==> src/rtl/stn_pkg.sv <==
// Shared types, constants and the note period table of the square tone generator.
package stn_pkg;

    localparam int NOTE_COUNT_DEF = 64;
    localparam int ROM_DEPTH      = 64;
    localparam int ROM_AW         = 6;

    localparam logic [7:0]  VOL_LOUD         = 8'h7f;
    localparam logic [7:0]  VOL_SOFT         = 8'h40;
    localparam logic [15:0] SAMPLES_PER_UNIT = 16'd1000;

    // register indexes on the configuration port
    localparam logic REG_MIX_MODE = 1'b0;

    typedef enum logic {
        ACT_LOAD = 1'b0,
        ACT_TICK = 1'b1
    } action_t;

    typedef struct packed {
        action_t    action;
        logic [6:0] note_index;
        logic [5:0] length_units;
        logic [7:0] mix_in;
    } item_t;

    typedef struct packed {
        logic       valid;
        logic [7:0] sample;
        logic       last;
    } result_t;

    // floor(8000 / floor(440 * 2^((i-45)/12)))
    function automatic logic [7:0] period_lookup(input logic [ROM_AW-1:0] idx);
        logic [7:0] p;
        unique case (idx)
            6'd0:  p = 8'd250;  6'd1:  p = 8'd235;  6'd2:  p = 8'd222;  6'd3:  p = 8'd210;
            6'd4:  p = 8'd195;  6'd5:  p = 8'd186;  6'd6:  p = 8'd173;  6'd7:  p = 8'd166;
            6'd8:  p = 8'd156;  6'd9:  p = 8'd145;  6'd10: p = 8'd137;  6'd11: p = 8'd131;
            6'd12: p = 8'd123;  6'd13: p = 8'd115;  6'd14: p = 8'd109;  6'd15: p = 8'd103;
            6'd16: p = 8'd97;   6'd17: p = 8'd91;   6'd18: p = 8'd86;   6'd19: p = 8'd82;
            6'd20: p = 8'd77;   6'd21: p = 8'd72;   6'd22: p = 8'd68;   6'd23: p = 8'd65;
            6'd24: p = 8'd61;   6'd25: p = 8'd57;   6'd26: p = 8'd54;   6'd27: p = 8'd51;
            6'd28: p = 8'd48;   6'd29: p = 8'd45;   6'd30: p = 8'd43;   6'd31: p = 8'd41;
            6'd32: p = 8'd38;   6'd33: p = 8'd36;   6'd34: p = 8'd34;   6'd35: p = 8'd32;
            6'd36: p = 8'd30;   6'd37: p = 8'd28;   6'd38: p = 8'd27;   6'd39: p = 8'd25;
            6'd40: p = 8'd24;   6'd41: p = 8'd22;   6'd42: p = 8'd21;   6'd43: p = 8'd20;
            6'd44: p = 8'd19;   6'd45: p = 8'd18;   6'd46: p = 8'd17;   6'd47: p = 8'd16;
            6'd48: p = 8'd15;   6'd49: p = 8'd14;   6'd50: p = 8'd13;   6'd51: p = 8'd12;
            6'd52: p = 8'd12;   6'd53: p = 8'd11;   6'd54: p = 8'd10;   6'd55: p = 8'd10;
            6'd56: p = 8'd9;    6'd57: p = 8'd9;    6'd58: p = 8'd8;    6'd59: p = 8'd8;
            6'd60: p = 8'd7;    6'd61: p = 8'd7;    6'd62: p = 8'd6;    6'd63: p = 8'd6;
            default: p = 8'd0;
        endcase
        return p;
    endfunction

endpackage

==> src/rtl/stn_cfg.sv <==
// APB configuration register holding mix_mode.
module stn_cfg
    import stn_pkg::*;
(
    input  logic        aclk,
    input  logic        aresetn,
    input  logic        psel,
    input  logic        penable,
    input  logic        pwrite,
    input  logic [2:0]  paddr,
    input  logic [31:0] pwdata,
    output logic [31:0] prdata,
    output logic        pready,
    output logic        mix_mode
);

    logic mix_mode_reg;
    logic reg_sel;

    assign pready  = 1'b1;
    assign reg_sel = (paddr[2] == REG_MIX_MODE);

    always_ff @(posedge aclk) begin
        if (!aresetn) begin
            mix_mode_reg <= 1'b0;
        end else if (psel && penable && pwrite && pready && reg_sel) begin
            mix_mode_reg <= pwdata[0];
        end
    end

    // paddr[1:0] is the byte offset and is ignored
    assign prdata   = reg_sel ? {31'd0, mix_mode_reg} : 32'd0;
    assign mix_mode = mix_mode_reg;

endmodule

==> src/rtl/stn_voice.sv <==
// Voice state and the one-pass sample computation for a registered item.
module stn_voice
    import stn_pkg::*;
#(
    parameter int NOTE_COUNT = NOTE_COUNT_DEF
) (
    input  logic    aclk,
    input  logic    aresetn,
    input  logic    mix_mode,
    input  item_t   item,
    input  logic    advance,
    output result_t result
);

    logic [7:0]  period_reg,   period_next;
    logic [7:0]  phase_reg,    phase_next;
    logic [15:0] index_reg,    index_next;
    logic [15:0] duration_reg, duration_next;
    logic        active_reg,   active_next;

    logic        is_rest;
    logic [7:0]  volume;
    logic [7:0]  level;
    logic [8:0]  mix_sum;
    logic        is_last;
    logic [7:0]  phase_inc;

    always_comb begin
        is_rest = ({1'b0, item.note_index} >= 8'(NOTE_COUNT)) || item.note_index[6];

        volume  = (index_reg > {1'b0, duration_reg[15:1]}) ? VOL_SOFT : VOL_LOUD;
        level   = ((period_reg != 8'd0) && (phase_reg < {1'b0, period_reg[7:1]})) ?
                  volume : 8'd0;
        mix_sum = {1'b0, item.mix_in} + {1'b0, level};
        is_last = ({1'b0, index_reg} + 17'd1) == {1'b0, duration_reg};

        result.valid  = (item.action == ACT_TICK) && active_reg;
        result.sample = mix_mode ? mix_sum[8:1] : level;
        result.last   = is_last;

        phase_inc = phase_reg + 8'd1;

        period_next   = period_reg;
        phase_next    = phase_reg;
        index_next    = index_reg;
        duration_next = duration_reg;
        active_next   = active_reg;

        if (advance) begin
            if (item.action == ACT_LOAD) begin
                period_next   = is_rest ? 8'd0 : period_lookup(item.note_index[ROM_AW-1:0]);
                phase_next    = 8'd0;
                index_next    = 16'd0;
                duration_next = 16'(item.length_units) * SAMPLES_PER_UNIT;
                active_next   = (item.length_units != 6'd0);
            end else if (active_reg) begin
                if (period_reg != 8'd0) begin
                    phase_next = (phase_inc >= period_reg) ? 8'd0 : phase_inc;
                end
                if (is_last) begin
                    active_next = 1'b0;
                    index_next  = 16'd0;
                    phase_next  = 8'd0;
                end else begin
                    index_next = index_reg + 16'd1;
                end
            end
        end
    end

    always_ff @(posedge aclk) begin
        if (!aresetn) begin
            period_reg   <= 8'd0;
            phase_reg    <= 8'd0;
            index_reg    <= 16'd0;
            duration_reg <= 16'd0;
            active_reg   <= 1'b0;
        end else begin
            period_reg   <= period_next;
            phase_reg    <= phase_next;
            index_reg    <= index_next;
            duration_reg <= duration_next;
            active_reg   <= active_next;
        end
    end

endmodule

==> src/rtl/square_tone_note_generator_core.sv <==
// Top level of the square tone note generator: input register, voice and result register.
//
//  channel  | direction | accepted when              | carries
//  ---------+-----------+----------------------------+-----------------------------------
//  s_axis   | in        | s_tvalid && s_tready       | tuser action, tdata note/len/mix
//  m_axis   | out       | m_tvalid && m_tready       | tdata sample, tlast end of note
//  apb      | in        | psel&penable&pwrite&pready | mix_mode at byte address 0
//
// One item per cycle while the result register is not stalled: an accepted item is held
// in the input register, is processed against the voice state in a single pass and, if it
// is a tick on an active note, lands in the result register once that register has room.
// Loads and idle ticks leave no result and never wait on m_tready.
// Reset is synchronous on aresetn low; it clears valids, the voice state and mix_mode.
// While the result register is full and not taken, a tick on an active note in the
// input register holds and s_tready drops; it rises again as soon as m_tready frees
// the register.
module square_tone_note_generator_core
    import stn_pkg::*;
#(
    parameter int NOTE_COUNT = NOTE_COUNT_DEF
) (
    input  logic        aclk,
    input  logic        aresetn,
    // input items
    input  logic        s_tvalid,
    output logic        s_tready,
    input  logic [23:0] s_tdata,   // [6:0] note_index, [12:7] length_units, [20:13] mix_in
    input  logic        s_tuser,   // [0] action: 0 load, 1 tick
    // result items
    output logic        m_tvalid,
    input  logic        m_tready,
    output logic [7:0]  m_tdata,   // [7:0] sample
    output logic        m_tlast,
    // configuration
    input  logic        psel,
    input  logic        penable,
    input  logic        pwrite,
    input  logic [2:0]  paddr,
    input  logic [31:0] pwdata,
    output logic [31:0] prdata,
    output logic        pready
);

    item_t      in_item_reg;
    logic       in_valid_reg;
    logic       m_valid_reg;
    logic [7:0] m_sample_reg;
    logic       m_last_reg;

    logic       mix_mode;
    logic       advance;
    logic       s_fire;
    result_t    result;

    stn_cfg u_cfg (
        .aclk     (aclk),
        .aresetn  (aresetn),
        .psel     (psel),
        .penable  (penable),
        .pwrite   (pwrite),
        .paddr    (paddr),
        .pwdata   (pwdata),
        .prdata   (prdata),
        .pready   (pready),
        .mix_mode (mix_mode)
    );

    stn_voice #(
        .NOTE_COUNT (NOTE_COUNT)
    ) u_voice (
        .aclk     (aclk),
        .aresetn  (aresetn),
        .mix_mode (mix_mode),
        .item     (in_item_reg),
        .advance  (advance),
        .result   (result)
    );

    // Process the held item when it makes no result or the result register has room.
    assign advance  = in_valid_reg && (!result.valid || !m_valid_reg || m_tready);
    assign s_tready = !in_valid_reg || advance;
    assign s_fire   = s_tvalid && s_tready;

    always_ff @(posedge aclk) begin
        if (!aresetn) begin
            in_valid_reg <= 1'b0;
        end else if (s_tready) begin
            in_valid_reg <= s_tvalid;
        end
    end

    // Capture the payload only on accept; hold otherwise.
    always_ff @(posedge aclk) begin
        if (s_fire) begin
            in_item_reg.action       <= action_t'(s_tuser);
            in_item_reg.note_index   <= s_tdata[6:0];
            in_item_reg.length_units <= s_tdata[12:7];
            in_item_reg.mix_in       <= s_tdata[20:13];
        end
    end

    always_ff @(posedge aclk) begin
        if (!aresetn) begin
            m_valid_reg <= 1'b0;
        end else if (advance && result.valid) begin
            m_valid_reg <= 1'b1;
        end else if (m_tready) begin
            m_valid_reg <= 1'b0;
        end
    end

    always_ff @(posedge aclk) begin
        if (advance && result.valid) begin
            m_sample_reg <= result.sample;
            m_last_reg   <= result.last;
        end
    end

    assign m_tvalid = m_valid_reg;
    assign m_tdata  = m_sample_reg;
    assign m_tlast  = m_last_reg;

endmodule

==> config.mk <==
export PLATFORM = sky130hd
export DESIGN_NAME = square_tone_note_generator_core
export DESIGN_NICKNAME = d
export VERILOG_FILES = /design/src/rtl/stn_pkg.sv /design/src/rtl/stn_cfg.sv /design/src/rtl/stn_voice.sv /design/src/rtl/square_tone_note_generator_core.sv
export SDC_FILE = /design/constraint.sdc
export NUM_CORES = 1
export LEC_CHECK = 0
export BUFFER_PORTS_ARGS = -buffer_cell sky130_fd_sc_hd__buf_2
export CELL_PAD_IN_SITES_DETAIL_PLACEMENT = 1
export CELL_PAD_IN_SITES_GLOBAL_PLACEMENT = 1
export CORE_ASPECT_RATIO = 0.75
export CORE_MARGIN = 4
export CORE_UTILIZATION = 35
export CTS_CLUSTER_DIAMETER = 80
export DETAILED_ROUTE_END_ITERATION = 8
export GPL_TIMING_DRIVEN = 0
export PLACE_DENSITY = 0.67
export SYNTH_ARGS = -nofsm -noshare
export SYNTH_HDL_FRONTEND = slang
export SYNTH_SLANG_ARGS = --single-unit
==> constraint.sdc <==
create_clock -name aclk -period 11.7 [get_ports aclk]
set_input_delay 1.755 -clock aclk [delete_from_list [all_inputs] [get_ports aclk]]
set_output_delay 1.755 -clock aclk [all_outputs]
set_load 0.005 [all_outputs]
# Word level (Yosys, flattened, before mapping)

Memory sizes are Yosys's and may differ from the RTL's. A register that Yosys moved wholly into a read port is not among the register bits.
Index checks and enable logic that the tools add are counted.

$add $sub $neg: 4
$mul: 1
Div/mod/pow operators: 0
Magnitude comparators: 4
Eq/ne operators: 3
Shifts and indexed selects: 0
Mux-type cells: 19
Bitwise gates (word level): 2
Reduce and logical (&&, ||, !) cells: 21

Operator list:

| kind                  | number |
|---|---|
| $mux 8                | 8 |
| $mux 16               | 3 |
| $add 16x1->17 const B | 1 |
| $eq 17x16->1          | 1 |
| $add 16x1->16 const B | 1 |
| $gt 16x15->1          | 1 |
| $mul 6x7->13 const B  | 1 |
| $mux 6                | 2 |
| $add 8x8->9           | 1 |
| $add 8x1->8 const B   | 1 |
| $ge 8x8->1            | 1 |
| $logic_and 1x1->1     | 8 |
| $lt 8x7->1            | 1 |
| $reduce_bool 8->1     | 1 |
| $ge 7x7->1 const B    | 1 |
| $mux 1                | 6 |
| $reduce_bool 6->1     | 1 |
| $logic_or 1x1->1      | 4 |
| $reduce_and 2->1      | 2 |
| $logic_not 1->1       | 3 |
| $ne 3x1->1 const B    | 1 |
| $reduce_and 3->1      | 1 |
| $ne 2x1->1 const B    | 1 |
| $not 1->1             | 2 |
| $reduce_bool 2->1     | 1 |

Flip-flop bits (word level): 80
Latch bits: 0
RAM bits: 0
ROM bits: 512
Memories kept: 1

Memory list:

| memory           | depth | width | read ports | clocked after memory_dff | wr ports | RTL line      | text |
|---|---|---|---|---|---|---|---|
| (name not given) | 64    | 8     | 1          | 1                        | 0        | stn_pkg.sv:36 | `unique case (idx)` |

# Depth between registers and ports, before layout

Depth after elaboration: 8
Depth in mapped cells: 18

# Cells and area by module

Synthesis repeated with hierarchy kept, for this count alone.

Cells, all modules: 726
Area, all modules: 6382.4 um^2

Modules (own cells, without submodules):

| module                          | times used | cells an instance | area each (um^2) | seq. area each (um^2) |
|---|---|---|---|---|
| stn_voice                       | 1          | 643               | 5018.6           | 920.9 |
| square_tone_note_generator_core | 1          | 43                | 1048.5           | 970.9 |
| stn_cfg                         | 1          | 40                | 315.3            | 20.0 |

# Worst setup path before layout

No wires, ideal clock.

Kind: input-to-output
From: in m_tready
To: out s_tready
Arrival time: 2248 ps
Path slack: 7697 ps
Cell stages on the path: 2
Buffers on the path: 0
Cells stage by stage: nand2b_1 > or2_2

Longest elaborated chain between the ends: 3

RTL lines:

| what              | RTL line                              | text |
|---|---|---|
| from (decl)       | square_tone_note_generator_core.sv:31 | `input logic m_tready,` |
| $logic_or 1x1->1  | square_tone_note_generator_core.sv:80 | `assign advance = in_valid_reg && (!result.valid \|\| !m_valid_reg \|\| m_tready);` |
| $logic_and 1x1->1 | square_tone_note_generator_core.sv:80 |  |
| $logic_or 1x1->1  | square_tone_note_generator_core.sv:81 | `assign s_tready = !in_valid_reg \|\| advance;` |
| to (decl)         | square_tone_note_generator_core.sv:26 | `output logic s_tready,` |

No other way between the ends.

# Worst setup path in the final report

From: reg in_item_reg[10] (netlist bit)
To: reg u_voice.duration_reg[15]

Longest elaborated chain between the ends: 1

RTL lines:

| what                 | RTL line                              | text |
|---|---|---|
| from (decl)          | square_tone_note_generator_core.sv:44 | `item_t in_item_reg;` |
| $mul 6x7->13         | stn_voice.sv:54                       | `duration_next = 16'(item.length_units) * SAMPLES_PER_UNIT;` |
| to (signal assigned) | stn_voice.sv:82                       | `duration_reg <= duration_next;` |
| to (decl)            | stn_voice.sv:18                       | `logic [15:0] duration_reg, duration_next;` |

No other way between the ends.
A chain may end at the register's enable or synchronous reset.

==> metrics.cfg <==
[status]
status = completed

[timing]
rsz0062_at_grt = no
setup_viol = 0
max_freq_mhz = 228
hold_viol_final = 0
skew_ps = 7.12
tightestPinTransition_ps = 1040
finalSetupTns_ps = 0
max_slew_margin = 0.309
finalMaxSlewViolations = 0
worst_slack_ps = 7320
period_minus_slack_ps = 4380
period_share = 0.374

[die]
initial_core_util = 0.363
die-area_sq_mm = 0.0218
num_io_pins = 111
die_x_um = 169
die_h_um = 129
fp-row-count = 43
fp.coreArea_sq_mm = 0.0188

[drt]
via_per_inst = 5.11
wl_um = 18500
first_iter_violations = 319
drtAntennaViolNets = 0
drc_errors = 0
drt_first_pass_iters = 5
wl_per_cell_um = 16.5
vias = 5750

[setup_path]
crit_top_cell = inv_1
cp_slowest_cell = fa_1
crit_fanout = 4
endpoint_kind = flip-flop
path_class = reg -> reg
path_cells = inv_1 > fa_1 > inv_1 > ha_1 > inv_1 > fa_1 > inv_1 > ha_1 > inv_1 > fa_1 > nor2b_1 > o21ai_0 > a21boi_0 > o21ai_0 > a21boi_0 > o21ai_0 > a21o_1 > a311oi_1
arrival_ps = 4640
ff2ff_path_depth = 18
cp_data_required_time_ps = 11960
critPathMaxStageDelay_ps = 510
start_kind = flip-flop

[synth]
synth_top_area_cell = dfxtp_1
synth.area.top_cells = dfxtp_1 (17%), edfxtp_1 (14%), ha_1 (12%), nand2_1 (4.6%), inv_1 (4.6%)
synth_top_area_frac = 0.168
synth_warnings = 0
synthesis.area_sq_mm = 0.00681
synth-edff-count = 31
syn_area_per_cell_sq_um = 8.60
synth_cells = 792
synth_cell_types = 67
seq_area_frac_synth = 0.304
synth_top_flop_cell = dfxtp_1
synth_seq_cells = 88
synth_async_sr_flop_share = 0

[global_routing]
busiest_layer = met2
gr-usage-met3 = 0.0393
grt.met2_usage = 0.265
grt_max_degree = 24
groute.usage.overall = 0.174
gr-usage-met1 = 0.254
grt_pass1_wl_um = 30700
grt_pass1_vias = 5891
antenna_found_initial = 0
grt_overflow = 0

[cts]
cts_root_buf = clkbuf_16
insertion_delay_ps = 350
h-tree-depth = 3
cts_buffers = 9
cts_resized = 0
cts_max_path_buffers = 2
cts_tree = done
post_cts_buffers = 0
numClockSinks = 88
clk_pin_slew_ps = 70
cts_hold_buf = 0

[final_layout]
syn_to_final_growth_pct = 13.6
largest_register_ffs = 22
drive_above_1_share = 0.134
fin_nets = 1023
fin_area_sq_mm = 0.00774
diodes = 0

[power]
ir_drop_mv = 0.0645
power.density_mw_per_mm2 = 111
power_leakage_nw = 3.37
p_total_uw = 858

[place]
place_ws_ps = 6970
dp_hpwl_um = 14400
place_congestion = 0.876
placed_area_sq_mm = 0.00744
io_buffer_count = 41

[job]
max-cap-violations = 0

[min_path]
min_delay_path_depth = 2
hp-class = reg -> reg

==> routing by layer <==
layer / wire length (um) / share of wire / vias up
met1: 9530 / 0.51 / 2713
met5: 0 / 0 / -
li1: - / - / 2894
met3: 1050 / 0.056 / 14
met4: 170 / 0.0092 / 0
met2: 7780 / 0.42 / 129
==> logic make-up after synthesis <==
logic type / Yosys count / share of synthesized area
other: 2 / 0.00110
muxes: 20 / 0.0305
adders and majority gates: 82 / 0.166
AOI/OAI and AO/OA: 172 / 0.169
buffers and inverters: 149 / 0.106
DFF: 88 / 0.304
xor gates and xnor gates: 29 / 0.0373
and+or+nand+nor: 250 / 0.186
==> cell type report <==
cell class                 instances  area [sq um]
multi-input combinational        585          4130
inverter                          83           312
sequential                        88          2070
clock buffer                      12           268
timing repair buffer              41           205
fill                            2262         11000
buffer                            66           413
clock inverter                     4          35.0
tap                              247           309
==> power breakdown <==
group          total (mW)  switching, mW  internal [mW]
Combinational       0.215          0.126         0.0888
Clock               0.298          0.133          0.166
Sequential          0.344         0.0136          0.331
Total               0.858          0.273          0.585
==> worst paths after layout <==
path | start | endpoint | slack [ps]
setup reg to reg | in_item_reg[10] | u_voice.duration_reg[15] | 7320
setup / recovery | in_item_reg[10] | u_voice.duration_reg[15] | 7320
hold reg to reg | flip-flop | u_voice.period_reg[7] | 470
hold / removal | flip-flop | u_voice.period_reg[7] | 470
==> worst max-delay path: cells and delay by family, from the launching register on <==
family	cells	cell delay, ps
buffers and inverters	5	420
adders and majority gates	5	1800
and+or+nand+nor	1	150
AOI/OAI and AO/OA	7	1470
DFF	1	450
==> stage by stage <==
stage | hold WS [ps] | cells | util
6_report | 470 | 1126 | 0.412
5_1_grt | 482 | 1126 | 0.412
4_1_cts | 475 | 1126 | 0.412
3_5_place_dp | 462 | 1110 | 0.396
3_3_place_gp | 457 | 1110 | 0.396
2_1_floorplan | 445 | 822 | -
==> Yosys cell counts (4+ instances only) <==
cell / instances
buf_4: 32
a21o_1: 12
nand2_1: 84
a31oi_1: 6
nor4_1: 6
o21ai_0: 29
buf_2: 5
nand3b_1: 9
and2_1: 6
clkbuf_1: 21
inv_1: 83
a311oi_1: 5
xnor2_1: 15
nand2b_1: 12
a41oi_1: 8
mux2_2: 6
mux2i_1: 14
a211oi_1: 7
and3_1: 10
buf_6: 5
ha_1: 68
o22ai_1: 6
nand3_1: 23
nor2_1: 40
o211ai_1: 17
nand4_1: 9
fa_1: 14
nor2b_1: 7
nand4b_1: 4
xor2_1: 14
a21oi_1: 54
dfxtp_1: 57
nor3_1: 23
edfxtp_1: 31
==> placed cells by master (no fill, tap or decap), types with 15 or more instances in the layout <==
cell type,synthesis,final
clkbuf_1,21,22
dfxtp_1,57,57
nand2_1,84,84
nor2_1,40,40
nor3_1,23,23
conb_1,2,32
a21oi_1,54,54
xnor2_1,15,15
edfxtp_1,31,31
inv_1,83,83
nand3_1,23,23
o21ai_0,29,29
buf_4,32,32
ha_1,68,68
o211ai_1,17,17
buf_2,5,46
Note: power is estimated with default switching activity, not from simulation.
